**config.mk**
```make
export PLATFORM = sky130hd
export DESIGN_NAME = rte_ctrl
export DESIGN_NICKNAME = d
export VERILOG_FILES = /design/src/rte_pkg.sv /design/src/rte_ctrl.sv
export SDC_FILE = /design/constraint.sdc
export NUM_CORES = 1
export LEC_CHECK = 0
export ABC_CLOCK_PERIOD_IN_PS = 7600
export BUFFER_PORTS_ARGS = -buffer_cell sky130_fd_sc_hd__buf_2
export CAP_MARGIN = 30
export CORE_ASPECT_RATIO = 0.9
export CORE_MARGIN = 5
export CORE_UTILIZATION = 55
export CTS_CLUSTER_DIAMETER = 120
export DETAILED_ROUTE_END_ITERATION = 8
export PLACE_DENSITY_LB_ADDON = 0.3
export SKIP_CTS_REPAIR_TIMING = 1
export SLEW_MARGIN = 20
export SYNTH_ARGS = -nofsm -noshare
export SYNTH_HDL_FRONTEND = slang
export SYNTH_SLANG_ARGS = --single-unit
```
**constraint.sdc**
```tcl
create_clock -name i_clk -period 7.6 [get_ports i_clk]
set_input_delay 0.76 -clock i_clk [delete_from_list [all_inputs] [get_ports i_clk]]
set_output_delay 0.76 -clock i_clk [all_outputs]
set_load 0.005 [all_outputs]
```
**src/rte_pkg.sv**
```systemverilog
// ----------------------------------------------------------------------------
// rte_pkg
// Shared types, constants and a helper function of the route table engine.
// ----------------------------------------------------------------------------
package rte_pkg;

    localparam int Depth = 64;
    localparam int IdxW = $clog2(Depth);
    localparam int CntW = $clog2(Depth + 1);

    localparam logic [3:0] OP_LOAD = 4'd0;
    localparam logic [3:0] OP_APPEND = 4'd1;
    localparam logic [3:0] OP_FIND = 4'd2;
    localparam logic [3:0] OP_READ = 4'd3;
    localparam logic [3:0] OP_REMOVE = 4'd4;
    localparam logic [3:0] OP_UNREACH_HOP = 4'd5;
    localparam logic [3:0] OP_REMOVE_HOP = 4'd6;
    localparam logic [3:0] OP_UNREACH_NET = 4'd7;
    localparam logic [3:0] OP_ENABLE_NET = 4'd8;
    localparam logic [3:0] OP_DISABLE_NET = 4'd9;

    localparam logic [1:0] ST_OK = 2'd0;
    localparam logic [1:0] ST_NOT_FOUND = 2'd1;
    localparam logic [1:0] ST_FULL = 2'd2;
    localparam logic [1:0] ST_RANGE = 2'd3;

    typedef struct packed {
        logic [31:0] net;
        logic [5:0] prefix;
        logic [31:0] distance;
        logic via;
        logic [31:0] hop;
        logic disabled;
    } t_entry;

    localparam int EntryW = $bits(t_entry);

    // controller to datapath
    typedef struct packed {
        logic latch;      // capture request
        logic rd_en;      // issue table read
        logic [IdxW-1:0] rd_addr;
        logic wr_en;
        logic [IdxW-1:0] wr_addr;
        logic [1:0] wr_sel; // 0 new entry, 1 modified read data, 2 last entry data
        logic cnt_inc;
        logic cnt_dec;
        logic hold_last;  // capture read data as last entry
        logic set_hit;    // capture read data as result
        logic [IdxW-1:0] hit_idx;
        logic done;
        logic [1:0] status;
    } t_cmd;

    // datapath to controller
    typedef struct packed {
        logic [3:0] op;
        logic [CntW-1:0] count;
        logic [IdxW-1:0] idx;
        logic match;      // registered read data matches
    } t_stat;

    localparam logic [1:0] WSEL_NEW = 2'd0;
    localparam logic [1:0] WSEL_MOD = 2'd1;
    localparam logic [1:0] WSEL_LAST = 2'd2;

    function automatic logic [31:0] prefix_mask(input logic [5:0] p);
        logic [31:0] m;
        m = 32'hFFFF_FFFF << (6'd32 - p);
        return (p == 6'd0) ? 32'd0 : m;
    endfunction

endpackage

```
**src/rte_ctrl.sv**
```systemverilog
// ----------------------------------------------------------------------------
// rte_ctrl
// Sequencer for table operations: single entry accesses and linear scans.
// ----------------------------------------------------------------------------
module rte_ctrl (
    input  logic           i_clk,
    input  logic           i_rst_n,
    input  logic           i_start,
    output logic           o_busy,
    input  rte_pkg::t_stat i_stat,
    output rte_pkg::t_cmd  o_cmd
);
    localparam logic [2:0] S_IDLE = 3'd0;
    localparam logic [2:0] S_DISP = 3'd1;
    localparam logic [2:0] S_RD = 3'd2;  // read issued before; RAM read data register loaded
    localparam logic [2:0] S_EVAL = 3'd3;
    localparam logic [2:0] S_MVRD = 3'd4; // last entry read issued before; data in RAM read register
    localparam logic [2:0] S_MVWR = 3'd5;
    localparam logic [2:0] S_RECHK = 3'd6;

    logic [2:0] r_state, n_state;
    logic [rte_pkg::CntW-1:0] r_i, n_i;
    logic [rte_pkg::CntW-1:0] cnt;
    logic [3:0] op;
    logic scan, last_ok;

    assign cnt = i_stat.count;
    assign op = i_stat.op;

    always_ff @(posedge i_clk) begin
        if (!i_rst_n) begin
            r_state <= S_IDLE;
            r_i <= '0;
        end else begin
            r_state <= n_state;
            r_i <= n_i;
        end
    end

    assign o_busy = (r_state != S_IDLE);
    assign scan = (op == rte_pkg::OP_FIND) || (op >= rte_pkg::OP_UNREACH_HOP &&
                  op <= rte_pkg::OP_DISABLE_NET);

    always_comb begin
        n_state = r_state;
        n_i = r_i;
        o_cmd = '0;
        last_ok = 1'b0;
        unique case (r_state)
            S_IDLE: begin
                o_cmd.latch = i_start;
                if (i_start) begin
                    n_state = S_DISP;
                    n_i = '0;
                end
            end
            S_DISP: begin
                if (op == rte_pkg::OP_LOAD || op == rte_pkg::OP_APPEND) begin
                    n_state = S_IDLE;
                    o_cmd.done = 1'b1;
                    if (cnt >= rte_pkg::CntW'(rte_pkg::Depth)) begin
                        o_cmd.status = rte_pkg::ST_FULL;
                    end else begin
                        o_cmd.wr_en = 1'b1;
                        o_cmd.wr_addr = rte_pkg::IdxW'(cnt);
                        o_cmd.wr_sel = rte_pkg::WSEL_NEW;
                        o_cmd.cnt_inc = 1'b1;
                    end
                end else if (op == rte_pkg::OP_READ || op == rte_pkg::OP_REMOVE) begin
                    if (rte_pkg::CntW'(i_stat.idx) >= cnt) begin
                        n_state = S_IDLE;
                        o_cmd.done = 1'b1;
                        o_cmd.status = rte_pkg::ST_RANGE;
                    end else if (op == rte_pkg::OP_READ) begin
                        o_cmd.rd_en = 1'b1;
                        o_cmd.rd_addr = i_stat.idx;
                        n_i = rte_pkg::CntW'(i_stat.idx);
                        n_state = S_RD;
                    end else begin
                        n_i = rte_pkg::CntW'(i_stat.idx);
                        o_cmd.rd_en = 1'b1;
                        o_cmd.rd_addr = rte_pkg::IdxW'(cnt - 1'b1);
                        n_state = S_MVRD;
                    end
                end else if (scan) begin
                    if (cnt == '0) begin
                        n_state = S_IDLE;
                        o_cmd.done = 1'b1;
                        o_cmd.status = (op == rte_pkg::OP_FIND) ?
                                       rte_pkg::ST_NOT_FOUND : rte_pkg::ST_OK;
                    end else begin
                        o_cmd.rd_en = 1'b1;
                        o_cmd.rd_addr = '0;
                        n_state = S_RD;
                    end
                end else begin
                    n_state = S_IDLE;
                    o_cmd.done = 1'b1;
                end
            end
            S_RD: begin
                n_state = S_EVAL;
            end
            S_EVAL: begin
                if (op == rte_pkg::OP_READ) begin
                    o_cmd.set_hit = 1'b1;
                    o_cmd.hit_idx = '0;
                    o_cmd.done = 1'b1;
                    n_state = S_IDLE;
                end else if (op == rte_pkg::OP_FIND && i_stat.match) begin
                    o_cmd.set_hit = 1'b1;
                    o_cmd.hit_idx = rte_pkg::IdxW'(r_i);
                    o_cmd.done = 1'b1;
                    n_state = S_IDLE;
                end else if (op == rte_pkg::OP_REMOVE_HOP && i_stat.match) begin
                    // move last entry here, then check this slot again
                    o_cmd.rd_en = 1'b1;
                    o_cmd.rd_addr = rte_pkg::IdxW'(cnt - 1'b1);
                    n_state = S_MVRD;
                end else begin
                    if (i_stat.match && op != rte_pkg::OP_FIND) begin
                        o_cmd.wr_en = 1'b1;
                        o_cmd.wr_addr = rte_pkg::IdxW'(r_i);
                        o_cmd.wr_sel = rte_pkg::WSEL_MOD;
                    end
                    last_ok = (r_i + 1'b1 >= cnt);
                    if (last_ok) begin
                        o_cmd.done = 1'b1;
                        o_cmd.status = (op == rte_pkg::OP_FIND) ?
                                       rte_pkg::ST_NOT_FOUND : rte_pkg::ST_OK;
                        n_state = S_IDLE;
                    end else begin
                        n_i = r_i + 1'b1;
                        o_cmd.rd_en = 1'b1;
                        o_cmd.rd_addr = rte_pkg::IdxW'(r_i + 1'b1);
                        n_state = S_RD;
                    end
                end
            end
            S_MVRD: begin
                n_state = S_MVWR;
            end
            S_MVWR: begin
                o_cmd.hold_last = 1'b1;
                o_cmd.cnt_dec = 1'b1;
                o_cmd.wr_en = (r_i != cnt - 1'b1);
                o_cmd.wr_addr = rte_pkg::IdxW'(r_i);
                o_cmd.wr_sel = rte_pkg::WSEL_MOD;
                if (op == rte_pkg::OP_REMOVE || r_i >= cnt - 1'b1) begin
                    o_cmd.done = 1'b1;
                    n_state = S_IDLE;
                end else begin
                    // recheck slot i after the write lands
                    n_state = S_RECHK;
                end
            end
            S_RECHK: begin
                o_cmd.rd_en = 1'b1;
                o_cmd.rd_addr = rte_pkg::IdxW'(r_i);
                n_state = S_RD;
            end
            default: n_state = S_IDLE;
        endcase
    end

`ifndef SYNTHESIS
    a_busy_reset: assert property (@(posedge i_clk) !i_rst_n |=> !o_busy)
        else $error("busy after reset");
    a_done_idle: assert property (@(posedge i_clk) disable iff (!i_rst_n)
        o_cmd.done |=> !o_busy)
        else $error("still busy after done");
    a_cnt_excl: assert property (@(posedge i_clk) disable iff (!i_rst_n)
        !(o_cmd.cnt_inc && o_cmd.cnt_dec))
        else $error("count inc and dec together");
    a_cnt_range: assert property (@(posedge i_clk) disable iff (!i_rst_n)
        i_stat.count <= rte_pkg::CntW'(rte_pkg::Depth))
        else $error("count above depth");
`endif
endmodule

```
==> results of run 1 <==
[cells by family after synthesis]
group | after synthesis
AND/OR/NAND/NOR | 97
AO/OA/AOI/OAI | 77
buffers and inverters | 31
adder cells (fa/ha/maj) | 22
XOR/XNOR | 11
flip-flops | 10
multiplexers | 4
other | 1
[cells in the mapped netlist, drive strengths merged, types with 2 or more instances]
cell	instances
o31ai	2
nor3b	3
a311oi	5
clkbuf	7
o211ai	5
a221oi	4
or3b	2
nand4	2
mux2i	3
a221o	2
a31oi	2
nand2b	3
dfxtp	10
or3	4
o21a	2
o21ai	12
nand2	26
nor3	8
inv	17
and3	3
xnor2	7
a22o	8
a21o	2
buf	7
and2	7
nor4	2
nor2b	7
nand3	8
a21oi	15
a22oi	6
nor2	15
a211o	4
ha	21
o22ai	2
or2	2
xor2	4
nor4b	2
[where the power goes]
group | internal [mW] | leakage, nW | switching, mW | total (mW)
combinational | 0.0369 | 0.917 | 0.0505 | 0.0874
sequential | 0.0561 | 0.0817 | 0.00873 | 0.0648
clock | 0.0345 | 0.0216 | 0.0192 | 0.0537
[sequential cells by signal, indices dropped and copies added, names as in the netlist]
signal,flops
r_state,3
r_i,7
[metrics by stage]
step / utilization / instance area [sq um] / instances / hold WS (ps)
2_1_floorplan: - / 1840 / 253 / 467
3_3_place_gp: 0.635 / 2100 / 335 / 501
3_5_place_dp: 0.635 / 2100 / 335 / 510
4_1_cts: 0.647 / 2140 / 338 / 517
5_1_grt: 0.649 / 2140 / 339 / 543
6_report: 0.649 / 2140 / 339 / 511
[worst max path at each step]
stage / slack (ps) / end / startpoint
6_report: 3320 / o_cmd[2] / i_stat[7]
5_1_grt: 3150 / o_cmd[2] / i_stat[7]
4_1_cts: 3320 / o_cmd[2] / i_stat[7]
3_5_place_dp: 3320 / o_cmd[2] / i_stat[7]
3_3_place_gp: 3410 / o_cmd[2] / i_stat[7]
2_1_floorplan: 3770 / o_cmd[2] / i_stat[8]
[layout make-up]
cell class | instances | area, sq um | area share
timing repair buffer | 53 | 270 | 0.126
multi-input combinational | 212 | 1510 | 0.706
clock buffer | 3 | 41.3 | 0.0193
tap | 44 | 55.1 | 0.0257
inverter | 17 | 63.8 | 0.0298
sequential | 10 | 200 | 0.0934
[tightest hold or removal path, delay by kind of cell (launching register included)]
kind	cells	cell delay, ps
DFF	1	330
and+or+nand+nor	1	70
muxes	1	60
[routing by layer]
layer / up-vias / track usage
li1: 1027 / -
met1: 939 / 0.323
met2: 101 / 0.417
met3: 12 / 0.0481
met4: 0 / 0.0540
met5: - / 0
==> metrics.txt, run 1 <==
post-synth cell types 58; CP arrival between 3000 and 4000 ps; HP Class register to register; HPWL after detailed placement 4490 microns; clk buf depth 2; CTS buffer count 3; io pins 52; GRT Resource Usage Total 0.246; Max Cap Viol 0; worst path buffer plus inverter count 3; FILL cells 307; Post-synth EDFFs 0; Compound-Gate Fraction of Synth Area 0.312; Power Dens Cells 96.1 nW/um^2; Final ANT Viol Nets 0; register bit total from synthesis 10; Synth Area in XOR/XNOR 0.0523; Mapped Cells 253; Rows 20; hold path start r_i[6]; chip height ~65 microns; Routed WL between 5000 and 6000 microns; CTS Sinks 10; Starting Density 0.558; Top Layer Used met4; layout cells sized above 1 0.227; top_reg_cell synth dfxtp_1; drt via density 6.13; first-pass GRT wire length 9230 microns; commonest cells after routing, fill and taps aside buf_2, nand2_1, ha_1; total global routing overflow 0; TritonRoute pass-1 iters 6; largest net degree at the start of global routing 14; pre-CTS setup slack 3320 ps; R2R Setup Slk 4420 ps; leading cell type in the layout, fill and taps excluded buf_2; synthesized area 1840 sq um; met1 wire length approximately 2300 microns; Max stage delay on crit path 400 ps; Adder-Cell Fraction of Synth Area 0.148; slew margin rel. 0.580; fin crit share 0.563; Crit Path Class input pin to primary output; largest family of logic cells by synthesized area compound AO/OA/AOI/OAI gates; Syn-to-layout area delta 16.3%; Post-Synth Simple-Gate Area 0.284; latest clock arrival within the worst-skew pair 230 ps; fin. max-slew vios 0; status finished, final reports clean; Synth area leaders ha_1, dfxtp_1, nand2_1; final worst path period need 4280 ps; Clock H-tree levels 1; root buffer cell clkbuf_8; Worst Hold Depth 2; Final Hold Vio Count 0; via count 2079; Overall Power 206 uW; initial antenna violation count 0; share of the synthesized area in the top cell type 0.143; fmax 234 MHz; Crit. End Element primary output; clock slew seen by the registers of the worst setup and hold paths 40 ps; die area about 4600 sq um; CP Depth 13; DRC 0; post-synthesis mux area share 0.0224; final setup slack of the worst path 3320 ps; core footprint about 3300 sq um; R2R depth 11; crit-path leading delay family simple AND/OR/NAND/NOR gates; RSZ-0062 raised after global routing false; Buffers on Ports 50; chip width roughly 71 microns; biggest area consumer among synthesized cells ha_1; slowest CP cell or3b_4; CP startpoint kind input pin; vias in the first global route about 1.9k; CP Cell Sequence buf_2, inv_1, ha_1, or3b_4, nor3_1, xnor2_1, ha_1, and3_1, a221oi_1, maj3_1, o21ai_0, a221o_1, buf_2; metal3 WL between 500 and 600 microns; ant diodes 0; VDD IR-drop max 51.3 uV; met2 wire length ~2700 microns; hold endpoint r_i[6]; drt wl/cell ~16 microns; final setup fails 0; Seq/Total Area, Yosys 0.109; initial DRC count between 100 and 150; CP max FO 6; Mapped Nets 295; Synth async-reset ratio 0; GP Congestion 0.975; CTS tree done; reg2reg end r_i[6]; Crit path required time 6840 ps; static leakage between 1 and 1.5 nW; NumNets Final about 340; Slew @ Worst Pin about 630 ps; synthesis warning total 0; total negative setup slack 0 ps; reg2reg start r_i[0]; Avg Cell Area, Syn 7.28 sq um; Worst Skew about 7 ps
Note: power is estimated with default switching activity, not from simulation.
==> inputs of run 2 (changes only) <==
--- a/config.mk
+++ b/config.mk
@@ -5,12 +5,12 @@
 export SDC_FILE = /design/constraint.sdc
 export NUM_CORES = 1
 export LEC_CHECK = 0
-export ABC_CLOCK_PERIOD_IN_PS = 7600
+export ABC_CLOCK_PERIOD_IN_PS = 4300
 export BUFFER_PORTS_ARGS = -buffer_cell sky130_fd_sc_hd__buf_2
 export CAP_MARGIN = 30
 export CORE_ASPECT_RATIO = 0.9
 export CORE_MARGIN = 5
-export CORE_UTILIZATION = 55
+export CORE_UTILIZATION = 53
 export CTS_CLUSTER_DIAMETER = 120
 export DETAILED_ROUTE_END_ITERATION = 8
 export PLACE_DENSITY_LB_ADDON = 0.3
==> constraint.sdc (replaced) <==
create_clock -name i_clk -period 4.3 [get_ports i_clk]
set_input_delay 0.43 -clock i_clk [delete_from_list [all_inputs] [get_ports i_clk]]
set_output_delay 0.43 -clock i_clk [all_outputs]
set_load 0.005 [all_outputs]
==> metrics.txt, run 2 (same netlist as run 1, synthesis figures left out) <==
fin area 2150 sq um; Rows 20; drt via density ~6.3; TritonRoute pass-1 iters 5; slowest CP cell or3b_4; initial DRC count 152; Routed WL slightly below 6000 microns; number of flip-flops under the largest register name 7; ant diodes 0; first-pass GRT wire length 9490 microns; Max stage delay on crit path approximately 400 ps; final core occ 0.636; drt wl/cell 17.1 microns; CTS Sinks 10; fin. max-slew vios 0; clk buf depth 2; CP Cell Sequence buf_2, inv_1, ha_1, or3b_4, nor3_1, xnor2_1, ha_1, and3_1, a221oi_1, maj3_1, o21ai_0, a221o_1, buf_2; die area roughly 4800 sq um; Slew @ Worst Pin 897 ps; root buffer cell clkbuf_8; RSZ-0062 raised after global routing false; DRC 0; placed cell count 335; Overall Power roughly 370 uW; Crit Path Class input pin to primary output; CTS buffer count 3; HP Class input pin to register; Clock H-tree levels 1; chip width 72.2 microns; fmax about 280 MHz; final setup slack of the worst path 677 ps; Buffers on Ports 50; Clock power frac 0.260; Power Dens Cells 171 nW/um^2; Crit. End Element primary output; layout cells sized above 1 0.230; static leakage 1.03 nW; Final Hold Vio Count 0; CP arrival between 3000 and 4000 ps; CTS tree done; status finished, final reports clean; final worst path period need 3620 ps; leading cell type in the layout, fill and taps excluded buf_2; Switching Share 0.385; fin crit share 0.843; VDD IR-drop max between 100 and 150 uV; Max Cap Viol 0; total negative setup slack 0 ps; core footprint 3380 sq um; initial antenna violation count 0; NumNets Final 340; CP max FO 6; final setup fails 0; internal power between 200 and 250 uW; Crit path required time 3870 ps; commonest cells after routing, fill and taps aside buf_2, nand2_1, ha_1; Hold WS ~520 ps; NetSw 141 uW; slew margin rel. 0.387; Final ANT Viol Nets 0; chip height 65.9 microns; latest clock arrival within the worst-skew pair 230 ps; Largest Register r_i; largest net degree at the start of global routing 14; Layout Cells excl Fill 340; Worst Skew 5.13 ps; clock slew seen by the registers of the worst setup and hold paths 50 ps; CP startpoint kind input pin; Starting Density 0.546; HPWL after detailed placement between 4000 and 5000 microns; GP Congestion about 0.98; Syn-to-layout area delta 16.6%; vias in the first global route 2034; Regs by FF count r_i (7), r_state (3); pre-CTS setup slack 686 ps; GRT Resource Usage Total 0.246; via count 2146; Gate power share 0.430; total global routing overflow 0; io pins 52; Placed Area 2100 sq um; Reg power frac 0.310
run 2: worst paths after layout:
path              depth (start not counted)  endpoint  startpoint  slack (ps)
hold reg to reg                           2    r_i[6]      r_i[6]         520
setup reg to reg                         11    r_i[4]      r_i[1]        1190
hold / removal                            3    r_i[5]     i_rst_n         520
setup / recovery                         13  o_cmd[2]   i_stat[7]         680
run 2: critical path: cells and delay by family:
kind / cells / cell delay [ps]
and+or+nand+nor: 3 / 790
AOI/OAI and AO/OA: 3 / 780
adders and majority gates: 3 / 690
buffers and inverters: 3 / 360
xor gates and xnor gates: 1 / 150
run 2: metal layers:
metal,GRT usage,part of all wire
met3,0.0289,0.086
met2,0.435,0.48
met4,0.0563,0.013
met1,0.317,0.42
met5,0,0
run 2: final cells by class:
| type | instances | area (sq um) |
|---|---|---|
| clock buffer | 3 | 41.3 |
| fill | 316 | 1230 |
| inverter | 17 | 63.8 |
| multi-input combinational | 212 | 1510 |
| sequential | 10 | 200 |
| tap | 44 | 55.1 |
| timing repair buffer | 54 | 275 |
run 2: power by group through the flow:
stage / combinational (mW) / sequential, mW / clock, mW
after floorplan: 0.115 / 0.105 / 0
final: 0.158 / 0.114 / 0.0954
after CTS: 0.155 / 0.113 / 0.0949
after detailed placement: 0.155 / 0.115 / 0
after global routing: 0.176 / 0.115 / 0.100
after global placement: 0.151 / 0.115 / 0
==> inputs of run 3 (changes only) <==
--- a/config.mk
+++ b/config.mk
@@ -5,7 +5,7 @@
 export SDC_FILE = /design/constraint.sdc
 export NUM_CORES = 1
 export LEC_CHECK = 0
-export ABC_CLOCK_PERIOD_IN_PS = 4300
+export ABC_CLOCK_PERIOD_IN_PS = 3700
 export BUFFER_PORTS_ARGS = -buffer_cell sky130_fd_sc_hd__buf_2
 export CAP_MARGIN = 30
 export CORE_ASPECT_RATIO = 0.9
==> constraint.sdc (replaced) <==
create_clock -name i_clk -period 3.7 [get_ports i_clk]
set_input_delay 0.37 -clock i_clk [delete_from_list [all_inputs] [get_ports i_clk]]
set_output_delay 0.37 -clock i_clk [all_outputs]
set_load 0.005 [all_outputs]
==> metrics.txt, run 3 (same netlist as run 1, synthesis figures left out) <==
status finished, final reports clean; Starting Density 0.546; Crit path required time about 3300 ps; Routed WL around 5600 microns; Overall Power 423 uW; Regs by FF count r_i (7), r_state (3); root buffer cell clkbuf_8; first-pass GRT wire length approximately 9100 microns; DRC 0; final worst path period need 3520 ps; RSZ-0062 raised after global routing false; Slew @ Worst Pin 1080 ps; Buffers on Ports 50; GP Congestion between 1 and 1.5; die area 4760 sq um; initial antenna violation count 0; CTS Sinks 10; GRT Resource Usage Total 0.238; HP Class input pin to register; total global routing overflow 0; core footprint 3380 sq um; static leakage a little over 1 nW; Gate power share 0.429; clock slew seen by the registers of the worst setup and hold paths 50 ps; Clock power frac 0.258; drt wl/cell 16.6 microns; leading cell type in the layout, fill and taps excluded buf_2; Final Hold Vio Count 0; Largest Register r_i; slew margin rel. 0.278; fin crit share 0.950; drt via density 6.23; chip width 72.2 microns; Crit Path Class input pin to primary output; CP startpoint kind input pin; CP arrival 3150 ps; vias in the first global route 1969; Switching Share 0.383; CTS buffer count 3; number of flip-flops under the largest register name 7; via count between 2k and 2.5k; Power Dens Cells around 200 nW/um^2; latest clock arrival within the worst-skew pair about 230 ps; internal power 261 uW; VDD IR-drop max 120 uV; initial DRC count around 140; Syn-to-layout area delta 16.4%; largest net degree at the start of global routing 14; NetSw 162 uW; total negative setup slack 0 ps; commonest cells after routing, fill and taps aside buf_2, nand2_1, ha_1; final setup slack of the worst path 183 ps; CP max FO 3; ant diodes 0; fmax ~280 MHz; Final ANT Viol Nets 0; NumNets Final 339; clk buf depth 2; Clock H-tree levels 1; Worst Skew ~4.7 ps; CTS tree done; fin. max-slew vios 0; Reg power frac 0.313; Crit. End Element primary output; layout cells sized above 1 0.227; HPWL after detailed placement 4580 microns; io pins 52; pre-CTS setup slack 199 ps; chip height 65.9 microns; final setup fails 0; Rows 20; Max Cap Viol 0; TritonRoute pass-1 iters 5
==> run 3: final timing paths <==
path / startpoint / endpoint / slack, ps / depth (start not counted)
max: i_stat[8] / o_cmd[2] / 180 / 13
min: i_rst_n / r_i[5] / 460 / 3
max reg2reg: r_i[1] / r_i[0] / 510 / 9
min reg2reg: r_i[6] / r_i[6] / 510 / 2
==> run 3: critical path: stages <==
cell      delay, ps
buf_2           120
inv_1           100
ha_1            190
or3b_4          410
nor3_1          180
xnor2_1         150
ha_1            280
and3_1          190
a221oi_1        310
maj3_1          250
o21ai_0         120
a221o_1         360
buf_2           130
==> run 3: routing by layer <==
| metal | routed length (microns) | vias to the layer above | track usage |
|---|---|---|---|
| met5 | 0 | - | 0 |
| met4 | 87 | 0 | 0.0704 |
| met3 | 532 | 10 | 0.0289 |
| met2 | 2630 | 107 | 0.403 |
| met1 | 2380 | 965 | 0.313 |
| li1 | - | 1030 | - |
==> run 3: layout make-up <==
type	instances	area (sq um)
fill	326	1230
multi-input combinational	212	1510
inverter	17	63.8
sequential	10	200
clock buffer	3	41.3
tap	44	55.1
timing repair buffer	53	273
==> run 3: through the flow <==
step / util / cells / hold slack [ps] / instance area, sq um
6_report: 0.635 / 339 / 457 / 2150
5_1_grt: 0.635 / 339 / 482 / 2150
4_1_cts: 0.635 / 339 / 457 / 2150
3_5_place_dp: 0.623 / 336 / 504 / 2100
3_3_place_gp: 0.623 / 336 / 497 / 2100
2_1_floorplan: - / 253 / 467 / 1840
==> run 3: power by group through the flow <==
stage / Clock [mW] / Combinational [mW] / Sequential (mW)
3_3_place_gp: 0 / 0.176 / 0.134
6_report: 0.109 / 0.181 / 0.132
4_1_cts: 0.111 / 0.180 / 0.132
2_1_floorplan: 0 / 0.134 / 0.122
3_5_place_dp: 0 / 0.178 / 0.134
5_1_grt: 0.118 / 0.203 / 0.134
